===== src/sv/mrcz_pkg.sv =====
// Shared types and constants for the matrix row/column zeroing unit.
// Depends on nothing; every other file of the block imports it.
package mrcz_pkg;

    localparam int MAX_ROWS   = 64;
    localparam int MAX_COLS   = 64;
    localparam int DATA_WIDTH = 32;

    localparam int ROW_W  = $clog2(MAX_ROWS);
    localparam int COL_W  = $clog2(MAX_COLS);
    localparam int ADDR_W = ROW_W + COL_W;
    localparam int SIZE_W = 7;
    localparam int CMD_W  = 2;

    localparam int QDEPTH  = 4;
    localparam int QPTR_W  = $clog2(QDEPTH);
    localparam int QCNT_W  = $clog2(QDEPTH + 1);

    // Command codes on the input channel
    localparam logic [CMD_W-1:0] CMD_START = 2'd0;
    localparam logic [CMD_W-1:0] CMD_LOAD  = 2'd1;
    localparam logic [CMD_W-1:0] CMD_READ  = 2'd2;

    // Configuration register indexes
    localparam logic REG_ROW_COUNT = 1'b0;
    localparam logic REG_COL_COUNT = 1'b1;

    localparam logic [SIZE_W-1:0] SIZE_RESET = 7'd64;

    typedef enum logic [1:0] {
        OP_START,
        OP_LOAD,
        OP_READ,
        OP_READ_OOR
    } op_t;

    typedef struct packed {
        op_t                          op;
        logic [ROW_W-1:0]             row;
        logic [COL_W-1:0]             col;
        logic signed [DATA_WIDTH-1:0] data;
    } queue_entry_t;

endpackage


===== src/sv/mrcz_queue.sv =====
// Short FIFO of decoded work entries between front and back.
// Depends on mrcz_pkg.
module mrcz_queue (
    input  logic                   clk,
    input  logic                   rst_n,
    input  logic                   push,
    input  mrcz_pkg::queue_entry_t push_entry,
    input  logic                   pop,
    output logic                   full,
    output logic                   head_valid,
    output mrcz_pkg::queue_entry_t head_entry
);
    import mrcz_pkg::*;

    queue_entry_t      entry_reg [QDEPTH];
    logic [QPTR_W-1:0] wr_ptr_reg;
    logic [QPTR_W-1:0] rd_ptr_reg;
    logic [QCNT_W-1:0] count_reg;
    logic [QCNT_W-1:0] count_next;

    assign full       = (count_reg == QCNT_W'(QDEPTH));
    assign head_valid = (count_reg != '0);
    assign head_entry = entry_reg[rd_ptr_reg];

    always_comb
    begin
        count_next = count_reg;
        if (push && !pop)
            count_next = count_reg + 1'b1;
        else if (pop && !push)
            count_next = count_reg - 1'b1;
    end

    always_ff @(posedge clk or negedge rst_n)
    begin
        if (!rst_n)
        begin
            wr_ptr_reg <= '0;
            rd_ptr_reg <= '0;
            count_reg  <= '0;
        end
        else
        begin
            if (push)
                wr_ptr_reg <= wr_ptr_reg + 1'b1;
            if (pop)
                rd_ptr_reg <= rd_ptr_reg + 1'b1;
            count_reg <= count_next;
        end
    end

    always_ff @(posedge clk)
    begin
        if (push)
            entry_reg[wr_ptr_reg] <= push_entry;
    end

endmodule


===== config.mk =====
export PLATFORM = sky130hd
export DESIGN_NAME = mrcz_queue
export DESIGN_NICKNAME = d
export VERILOG_FILES = /design/src/sv/mrcz_pkg.sv /design/src/sv/mrcz_queue.sv
export SDC_FILE = /design/constraint.sdc
export NUM_CORES = 1
export LEC_CHECK = 0
export ABC_AREA = 1
export BUFFER_PORTS_ARGS = -buffer_cell sky130_fd_sc_hd__buf_2
export CAP_MARGIN = 20
export CORE_ASPECT_RATIO = 1.5
export CORE_MARGIN = 3
export CORE_UTILIZATION = 55
export CTS_CLUSTER_SIZE = 30
export DETAILED_ROUTE_END_ITERATION = 8
export HOLD_SLACK_MARGIN = 0.06
export PLACE_DENSITY = 0.76
export SYNTH_ARGS = -nofsm -noshare
export SYNTH_HDL_FRONTEND = slang
export SYNTH_SLANG_ARGS = --single-unit
export TNS_END_PERCENT = 50

===== constraint.sdc =====
create_clock -name clk -period 2.84 [get_ports clk]
set_input_delay 0.284 -clock clk [delete_from_list [all_inputs] [get_ports clk]]
set_output_delay 0.284 -clock clk [all_outputs]
set_load 0.02 [all_outputs]

# --- After elaboration in Yosys (flattened, before gate mapping) ---
# Memory sizes are Yosys's and may differ from the RTL's.
# Cells that the tools add are included.
word_totals:
  ff_bits: 7
  ram_bits: 184
  in_bits: 50
  out_inout_bits: 48
  word_cells: 19
  memories: 1
op_classes:
  addsub: 4
  eq_ne: 1
  muxes: 4
  n_reduce_logical: 6
mem_list:
  columns: ["memory", "words", "width", "read_ports", "rd_ports_with_merged_regs", "wr", "line_no", "rtl"]
  rows:
  - ["entry_reg", 4, 46, 1, 0, 1, "mrcz_queue.sv:15", "queue_entry_t entry_reg [QDEPTH];"]
ops:
  columns: ["operator", "n"]
  rows:
  - ["3-bit 2-to-1 mux", 2]
  - ["2-bit by 1-bit adder with 2-bit output (second input constant)", 2]
  - ["3-bit by 1-bit adder with 3-bit output (second input constant)", 1]
  - ["3-bit equality test (second input constant)", 1]
  - ["3-bit nonzero test", 1]
  - ["3-bit by 1-bit subtractor with 3-bit output (second input constant)", 1]
  - ["1-bit logical AND", 2]
  - ["1-bit zero test", 2]
  - ["1-bit 2-to-1 mux", 2]
  - ["2-bit nonzero test", 1]

# --- Logic depth before layout (Yosys ltp) ---
depth:
  word_depth: 4
  mapped_depth: 9
  depth_no_buf: 9

# --- Least setup slack after synthesis ---
# OpenSTA, ideal clock, no wires.
synth_path:
  path_kind: "register to register"
  startpoint: "register wr_ptr_reg[0]"
  endpoint: "memory entry_reg[2][0] (netlist name), enable pin"
  setup_time_ns: 0.400
  arrival_ns: 1.567
  t_required_ns: 2.440
  path_slack_ns: 0.872
  stages_incl_launch_ff: 5
  n_path_buf: 0
  period_less_slack_ns: 1.968
  path_cell_list: "dfrtp_1 > inv_1 > ha_1 > nand2_1 > inv_1"
synth_lines:
  columns: ["item", "line_no", "rtl"]
  rows:
  - ["start: declaration", "mrcz_queue.sv:16", "logic [QPTR_W-1:0] wr_ptr_reg;"]
  - ["start signal: assignment", "mrcz_queue.sv:45", "wr_ptr_reg <= wr_ptr_reg + 1'b1;"]
  - ["end: declaration", "mrcz_queue.sv:15", null]
# No word-level cell before the write port.

==> impl_results.md <==
- Outcome: completed
- ANT nets after route: 0
- Crit Path Category: reg2out
- Yosys reg bits: 191
- Routed WL per cell: 16.9 microns
- Final hold violations: 0
- Yosys top cell area share: 68.2%
- Top FF cell, synth: edfxtp_1
- Die Ht: 155 microns
- Filler cell count: 1046
- Initial antenna violation count: 0
- First-pass GRT wire length: 24.7 mm
- Crit share post-route: 80.7%
- Number of global-route vias before repair: 4954
- CTS Buffer Depth: 2
- Min-Delay Path Class: in2reg
- Pwr per Cell Area: 1080 nW/um^2
- Post-synth top area cell: edfxtp_1
- Antenna Cells: 0
- DR vias: 4617
- Synth Cell Area: 8110 sq um
- CP max stage cell: dfrtp_4
- Clock sink count: 191
- Residual DRC: 0
- CTS tree: yes
- Yosys warnings: 0
- Grt ovf: 0
- Largest net degree at the start of global routing: 59
- Placed Instance Area: 8680 sq um
- Number of buffers created by CTS: 17
- Synth top cells by count: edfxtp_1 (184), nand2_1 (136), inv_1 (103), o211ai_2 (54), o211ai_1 (38)
- Max FO, Critical Path: 52
- Top post-synthesis cells by area: edfxtp_1 (68%), o211ai_2 (8.3%), nand2_1 (6.3%), inv_1 (4.8%), o211ai_1 (3.5%)
- Port bufs: 97
- Rel. slew slack: 48.1%
- Design Area, Final: 9320 sq um
- Top-count cell post-synth: edfxtp_1
- GP Congestion: 0.768
- CTS HTree Levels: 4
- Max incr delay on CP: 0.75 ns
- CP Data Required Time: 2.56 ns
- Syn Nets: 642
- Worst Tran Pin Value: 0.779 ns
- Setup TNS: 0 ns
- Critical Path AT: 2.01 ns
- Seq/Total Area, Yosys: 70.3%
- P_leak: 3.83 nW
- RSZ-0062 raised after global routing: no
- Count of final max-slew check failures: 0
- CP startpoint kind: register
- First-pass iteration count of the detailed router: 5
- Final Power: 10.1 mW
- Max VDD drop: 0.000569 V
- Max_cap viols: 0
- Final net count: 746
- F_max: 436 MHz
- Die area: 16300 sq um
- Global Route Usage Sum: 19.8%
- # setup viols final: 0
- CP most frequent cell: nand2_1
- Die X: 105 microns
- Post-synthesis cell type count: 24
- Clock Latency Late Sink: 0.42 ns
- HPWL Detailed: 9.53 mm
- Tmin final: 2.29 ns
- Non-filler instance count after layout: 894
- Aggregate routed wire length: 15.1 mm
- Clock Pin Slew Worst Setup and Hold Paths: 0.07 ns
- Synthesized area per cell: 13.8 sq um
- Initial core utilization: 56.8%
- DR vias/cell: 5.16
- Asr flop ratio synth: 3.66%
- Cell count after synthesis: 586
- First DRT Iteration DRCs: 205
- I/O pin count: 98
- Crit path cell chain: buf_12 -> nand2_1 -> o211ai_1 -> nand2_1 -> buf_2
- Clk root buf: clkbuf_16
- Clock skew: 0.00594 ns
- EDFF count, synth: 184
- Row count: 53
- Area growth, synth to finish: 15.0%
- Area of the core: 14300 sq um
- Max reg flops: 184
- Layout cells sized above 1: 30.8%
- Critical Path Sink Type: primary output
- Placed cells: 856
==> metal layers <==
| layer | vias to the layer above | global-route usage (%) | part of all wire [%] |
|---|---|---|---|
| li1 | 2233 | - | - |
| met1 | 2248 | 22.1 | 38 |
| met2 | 108 | 35.6 | 56 |
| met3 | 28 | 5.47 | 4.2 |
| met4 | 0 | 7.82 | 2.0 |
| met5 | - | 0 | 0 |
==> where the power goes <==
part	leakage (nW)	total (mW)	internal, mW	switching, mW
sequential	1.77	3.97	3.70	0.272
combinational	1.78	3.79	1.24	2.55
clock	0.282	2.30	1.30	1.00
==> area by class of cell <==
cell class	instances	area (sq um)	area share [%]
Clock inverter	12	136	1.46
Clock buffer	19	433	4.64
Multi-Input combinational cell	259	1710	18.4
Timing Repair Buffer	117	703	7.54
Sequential cell	191	5710	61.2
Tap cell	192	240	2.58
Inverter	104	390	4.19
==> worst max-delay path: cells and delay by family (launching register included) <==
kind                   cells  cell delay [ns]
AO/OA/AOI/OAI              1             0.11
flip-flops                 1             0.75
AND/OR/NAND/NOR            2             0.22
buffers and inverters      2             0.49
==> cells in the final DEF, fill, tap and decap left out, types with 2 or more instances in the layout <==
cell type	count
bufinv_16	2
dlygate4sd3_1	7
edfxtp_1	184
buf_4	9
clkbuf_16	17
buf_12	4
ha_1	5
inv_2	5
nand2_2	16
o211ai_2	54
clkbuf_1	2
o211ai_1	38
clkinv_2	3
clkinv_4	3
xor2_1	3
inv_1	99
buf_2	97
nand2_1	136
inv_6	4
dfrtp_1	5
==> per-stage QoR <==
stage	setup WS (ns)	util [%]	hold slack [ns]
6_report	0.548	65.4	0.0796
2_1_floorplan	0.872	-	-0.0116
3_3_place_gp	1.03	60.9	0.125
4_1_cts	0.508	65.3	0.0602
3_5_place_dp	0.967	60.9	0.141
5_1_grt	0.408	65.4	0.0616
==> path summary, 6_finish.rpt <==
check	from	to	slack, ns	depth (start not counted)
worst max-delay path	rd_ptr_reg[0]	head_entry[5]	0.55	5
min in group asynchronous	rst_n	wr_ptr_reg[0]	0.24	2
max in group asynchronous	rst_n	rd_ptr_reg[0]	2.39	2
worst max register to register	wr_ptr_reg[0]	entry_reg[2][14]	0.99	5
worst min register to register	count_reg[2]	count_reg[2]	0.48	2
worst min-delay path	push_entry[20]	entry_reg[2][20]	0.08	1
==> kinds of logic (layout without fill, tap and decap cells) <==
logic type,Yosys count,in the layout,share of synthesized area (%)
flops,191,191,70.3
simple gates,156,156,7.78
buf+inv,136,252,8.52
compound gates,93,93,11.9
fa+ha+maj,6,6,1.02
xor+xnor,4,4,0.432
==> repair_timing <==
action | in CTS | in global routing
endpoints found under the hold margin | 23 | 4
gates resized for setup | 0 | 0
buffers inserted | 0 | 0
hold buffers | 6 | 1
Note: power is estimated with default switching activity, not from simulation.
