**src/sv/mrcz_pkg.sv**
```systemverilog
// Shared types and constants for the matrix row/column zeroing unit.
// Depends on nothing; every other file of the block imports it.
package mrcz_pkg;

    localparam int MAX_ROWS   = 64;
    localparam int MAX_COLS   = 64;
    localparam int DATA_WIDTH = 32;

    localparam int ROW_W  = $clog2(MAX_ROWS);
    localparam int COL_W  = $clog2(MAX_COLS);
    localparam int ADDR_W = ROW_W + COL_W;
    localparam int SIZE_W = 7;
    localparam int CMD_W  = 2;

    localparam int QDEPTH  = 4;
    localparam int QPTR_W  = $clog2(QDEPTH);
    localparam int QCNT_W  = $clog2(QDEPTH + 1);

    // Command codes on the input channel
    localparam logic [CMD_W-1:0] CMD_START = 2'd0;
    localparam logic [CMD_W-1:0] CMD_LOAD  = 2'd1;
    localparam logic [CMD_W-1:0] CMD_READ  = 2'd2;

    // Configuration register indexes
    localparam logic REG_ROW_COUNT = 1'b0;
    localparam logic REG_COL_COUNT = 1'b1;

    localparam logic [SIZE_W-1:0] SIZE_RESET = 7'd64;

    typedef enum logic [1:0] {
        OP_START,
        OP_LOAD,
        OP_READ,
        OP_READ_OOR
    } op_t;

    typedef struct packed {
        op_t                          op;
        logic [ROW_W-1:0]             row;
        logic [COL_W-1:0]             col;
        logic signed [DATA_WIDTH-1:0] data;
    } queue_entry_t;

endpackage

```
**src/sv/mrcz_front.sv**
```systemverilog
// Front end: holds the size registers, decodes commands and range-checks
// positions, and emits work entries. Depends on mrcz_pkg.
module mrcz_front (
    input  logic                          clk,
    input  logic                          rst_n,
    input  logic                          cfg_valid,
    output logic                          cfg_ready,
    input  logic                          cfg_index,
    input  logic [mrcz_pkg::SIZE_W-1:0]   cfg_data,
    input  logic                          in_accept,
    input  logic [mrcz_pkg::CMD_W-1:0]    command,
    input  logic [mrcz_pkg::ROW_W-1:0]    row_index,
    input  logic [mrcz_pkg::COL_W-1:0]    col_index,
    input  logic signed [31:0]            element_value,
    output logic                          push,
    output mrcz_pkg::queue_entry_t        push_entry
);
    import mrcz_pkg::*;

    logic [SIZE_W-1:0] row_count_reg;
    logic [SIZE_W-1:0] col_count_reg;
    logic              in_size;

    assign cfg_ready = 1'b1;

    always_ff @(posedge clk or negedge rst_n)
    begin
        if (!rst_n)
        begin
            row_count_reg <= SIZE_RESET;
            col_count_reg <= SIZE_RESET;
        end
        else if (cfg_valid && cfg_ready)
        begin
            if (cfg_index == REG_ROW_COUNT)
                row_count_reg <= cfg_data;
            else
                col_count_reg <= cfg_data;
        end
    end

    // A count above the maximum admits every index anyway, so no clamp needed
    assign in_size = ({1'b0, row_index} < row_count_reg) &&
                     ({1'b0, col_index} < col_count_reg);

    always_comb
    begin
        push            = 1'b0;
        push_entry.op   = OP_START;
        push_entry.row  = row_index;
        push_entry.col  = col_index;
        push_entry.data = DATA_WIDTH'(element_value);
        case (command)
            CMD_START:
            begin
                push = in_accept;
            end
            CMD_LOAD:
            begin
                push_entry.op = OP_LOAD;
                push          = in_accept && in_size;
            end
            CMD_READ:
            begin
                push_entry.op = in_size ? OP_READ : OP_READ_OOR;
                push          = in_accept;
            end
            default:
            begin
                push = 1'b0;
            end
        endcase
    end

endmodule

```
**config.mk**
```make
export PLATFORM = sky130hd
export DESIGN_NAME = mrcz_front
export DESIGN_NICKNAME = d
export VERILOG_FILES = /design/src/sv/mrcz_pkg.sv /design/src/sv/mrcz_front.sv
export SDC_FILE = /design/constraint.sdc
export NUM_CORES = 1
export LEC_CHECK = 0
export BUFFER_PORTS_ARGS = -buffer_cell sky130_fd_sc_hd__buf_2
export CORE_MARGIN = 4
export CORE_UTILIZATION = 34
export CTS_CLUSTER_DIAMETER = 200
export DETAILED_ROUTE_END_ITERATION = 16
export HOLD_SLACK_MARGIN = 0.03
export PLACE_DENSITY = 0.76
export SLEW_MARGIN = 30
export SYNTH_ARGS = -nofsm -noshare
export SYNTH_HDL_FRONTEND = slang
export SYNTH_SLANG_ARGS = --single-unit
```
**constraint.sdc**
```tcl
create_clock -name clk -period 1.55 [get_ports clk]
set_clock_uncertainty 0.2 [all_clocks]
set_input_delay 0.31 -clock clk [delete_from_list [all_inputs] [get_ports clk]]
set_output_delay 0.31 -clock clk [all_outputs]
set_load 0.1 [all_outputs]
```
; Yosys cells after proc, flatten, opt, wreduce, memory -nomap -nowiden
; Cells that the tools add are included.
[op_classes]
order_cmp = 2
n_eq_ne = 2
mux = 3
bitwise = 1
reduce_logical = 6
[ops]
columns = cell, count
row1 = $lt A6 B7 Y1, 2
row2 = $pmux W2 S2, 1
row3 = $reduce_and A2 Y1, 2
row4 = $eq A2 B1 Y1 const B, 1
row5 = $eq A2 B2 Y1 const B, 1
row6 = $logic_and A1 B1 Y1, 2
row7 = $logic_not A2 Y1, 1
row8 = $pmux W1 S2, 1
row9 = $reduce_or A2 Y1, 1
row10 = $mux W1, 1
row11 = $not A1 Y1, 1
[word_totals]
ff_bits = 14
in_bits = 58
word_cells = 16

; Longest topological paths before layout
[depth]
word_depth = 4
mapped_depth = 6

; Least setup slack after synthesis
; Ideal clock, no wire load.
[synth_timing]
kind = reg-to-output
from = register col_count_reg[4]
to = output push
t_arrival_ps = 3289
t_required_ps = 1040
path_slack_ps = -2249
stages_incl_launch_ff = 7
path_buffers = 0
cell_sequence = dfrtp_1 > inv_1 > ha_1 > a21o_1 > a21oi_1 > o22ai_1 > o31ai_1
[synth_between]
elab_chain_len = 4
[synth_rtl]
columns = item, line_no
row1 = from (decl), mrcz_front.sv:21  ; logic [SIZE_W-1:0] col_count_reg;
row2 = from (signal assigned), mrcz_front.sv:38  ; col_count_reg <= cfg_data;
row3 = $lt A6 B7 Y1, mrcz_front.sv:44  ; ({1'b0, col_index} < col_count_reg);
row4 = $logic_and A1 B1 Y1, mrcz_front.sv:43  ; assign in_size = ({1'b0, row_index} < row_count_reg) &&
row5 = $logic_and A1 B1 Y1, mrcz_front.sv:61  ; push = in_accept && in_size;
row6 = $pmux W1 S2, mrcz_front.sv:53  ; case (command)
row7 = to (decl), mrcz_front.sv:15  ; output logic push,
; Every way passes these cells.

==> impl_metrics.toml <==
[outcome]
outcome = "finished, violations left"
violations = "setup timing"

[logic_synthesis]
syn-num-nets = 202
synth_top_cell_by_area = "buf_4"
synthMuxAreaShare = 0.08232
ys_seq_area_frac = 0.2866
syn_inst = 129
synthSimpleGateAreaFrac = 0.05793
ys_top_cells_by_count = "buf_4 (45), ha_1 (15), dfrtp_1 (12), inv_1 (12), mux2_2 (9)"
synth_top_family_by_area = "buffers and inverters"
syn_area_per_cell_um2 = 9.544
synthAdderAreaFrac = 0.1524
synth_cell_type_count = 20
synth_most_common_cell = "buf_4"
synthFlopType = "dfrtp_1"
yosysTopAreaCellShare = 0.2744
synth-seq-cells = 14
synth_compound_area_frac = 0.1026
synth_area_leaders = "buf_4 (27%), dfrtp_1 (24%), ha_1 (15%)"
synth-xor-area-share = 0
ys_warn_count = 0
synth-edff-count = 0
ys_async_sr_fraction = 1.000
synth_area_um2 = 1231

[global_routing]
grt_overflow = 0
grt_pass1_wl_um = 3995
grt_pass1_vias = 904
grt_max_degree = 15
grt_usage = 0.1115
antenna_found_initial = 0

[die]
io_pins = 106
die_height_um = 68.18
dieWidth_um = 68.18
die_area_um2 = 4648
start_util = 0.3604
rows = 21
core-area_um2 = 3416

[worst_setup_path]
endpoint_kind = "output port"
worst_path_largest_cell_delay_ns = 0.37
critPathArrivalTime_ns = 1.89
rrSetupSlack_ns = 0.50
path_class = "register to output port"
path_max_fanout = 2
crit_chain = "inv_1 > ha_1 > and4b_1 > o21ai_1 > o22ai_2 > o31a_2 > buf_12"
crit_path_top_delay_cell = "dfrtp_1"
critPathRequiredTime_ns = 1.04
worst_setup_path_start_kind = "register"

[sta]
setup_viol_count_final = 2
fin_hold_ws_ns = 0.05008
min_period_ns = 2.402
hold_viol_final = 0
max_clock_freq_mhz = 416.2
grt_setup_unrepaired = "yes"
slew_viol_final = 0
fin_ws_ns = -0.8525
finalSetupTns_ns = -1.639
period_share = 1.550

[clocking]
h-tree-depth = 1
clock-sinks = 14
clk_pin_slew_ns = 0.08
cts_tree = "yes"
cts-root-buf = "clkbuf_4"
cts_made_buffers = 3
clk_path_buf_depth = 2
clkLatencyLatePin_ns = 0.28

[route]
drc = 0
drt_iter0_drc = 26
via_per_inst = 4.359
dr_total_vias = 850
wl_um = 2638
drtPass1Iterations = 4
routedWlPerCell_um = 13.53
drtAntennaViolNets = 0

[power_and_ir_drop]
leakage_nw = 0.8163
power_w = 0.001382
ir_drop_mv = 0.5340
p_per_area_nw_per_um2 = 819.6

[place]
port_buffers = 40
dp_slack_ns = -0.6708
routabilityCongestion = 0.7513
dp.cells = 189
hpwl_um = 2259

[cells_and_area]
final_layout_size_suffix_gt1_frac = 0.6443
fin_cells = 195
antenna_cells = 0
nets = 223
area_growth_syn_to_layout_pct = 36.99

[job]
drv_cap = 0

[worst_hold_path]
hold_path.class = "input pin to register"
cells in the final DEF (no fill, tap or decap):
master         synthesis  layout
clkbuf_4               0       3
inv_1                 12       7
nand2_1                7       7
mux2_2                 9       9
ha_4                   0       5
inv_2                  0       5
o21ai_2                0       1
nand2b_1               2       2
dfstp_2                2       2
a21o_1                 2       2
a211oi_2               2       1
buf_12                 0      15
and4b_1                2       2
o22ai_2                0       2
buf_2                  1      25
o31a_2                 0       1
a21oi_2                0       2
ha_1                  15       9
nor2b_1                2       2
dfrtp_1               12      12
o21ai_1                0       1
ha_2                   0       1
clkbuf_8               0       1
o21a_1                 1       1
a211oi_4               0       1
o21ai_0                8       6
o31ai_4                0       1
conb_1                 1       1
buf_4                 45      21
dlygate4sd3_1          0       1
worst max-delay path: cells and delay by family (launching register included):
| family | cells | cell delay [ns] |
|---|---|---|
| AO/OA/AOI/OAI | 3 | 0.57 |
| adder cells (fa/ha/maj) | 1 | 0.22 |
| buffers and inverters | 2 | 0.24 |
| flip-flops | 1 | 0.37 |
| AND/OR/NAND/NOR | 1 | 0.20 |
per-stage QoR:
stage	util	instance area, µm²
finish	0.4938	1687
CTS	0.4784	1634
global placement	0.4524	1545
detailed placement	0.4524	1545
global route	0.4938	1687
floorplan	-	1255
power breakdown:
part           internal, W  switching (W)
clock network     0.000143       0.000115
logic             0.000305       0.000373
registers         0.000422      0.0000254
total             0.000870       0.000513
routing by layer:
metal | GRT usage | wire, µm | vias up | share of wire
li1 | - | - | 418 | -
met1 | 0.1367 | 967 | 381 | 0.37
met2 | 0.1841 | 1357 | 47 | 0.51
met3 | 0.02627 | 289 | 4 | 0.11
met4 | 0.04963 | 24 | 0 | 0.0091
met5 | 0 | 0 | - | 0
path summary, 6_finish.rpt:
kind	from	endpoint	depth (start not counted)
setup / recovery	row_count_reg[3]	push_entry[44]	7
hold / removal	cfg_data[2]	row_count_reg[2]	3
setup reg to reg	col_count_reg[6]	col_count_reg[6]	2
hold reg to reg	col_count_reg[1]	col_count_reg[1]	1
max in group asynchronous	rst_n	row_count_reg[6]	2
min in group asynchronous	rst_n	col_count_reg[2]	2
cell families after synthesis:
logic type                 Yosys count
buffers and inverters               58
AOI/OAI and AO/OA                   19
adders and majority gates           15
DFF                                 14
and+or+nand+nor                     13
muxes                                9
other                                1
final cells by class:
class | count | area (µm²)
Sequential cell | 14 | 352.8
Timing Repair Buffer | 62 | 593.1
Tap cell | 46 | 57.56
Inverter | 12 | 45.04
Clock buffer | 4 | 36.28
Multi-Input combinational cell | 57 | 601.8
Fill cell | 326 | 1729
timing repair:
action / CTS / global route
endpoints found under the setup margin: 2 / 2
endpoints found under the hold margin: 14 / 0
pin swaps: 4 / 8
buffers inserted: 1 / 0
hold buffers: 1 / 0
resized for setup: 6 / 9
Note: power is estimated with default switching activity, not from simulation.
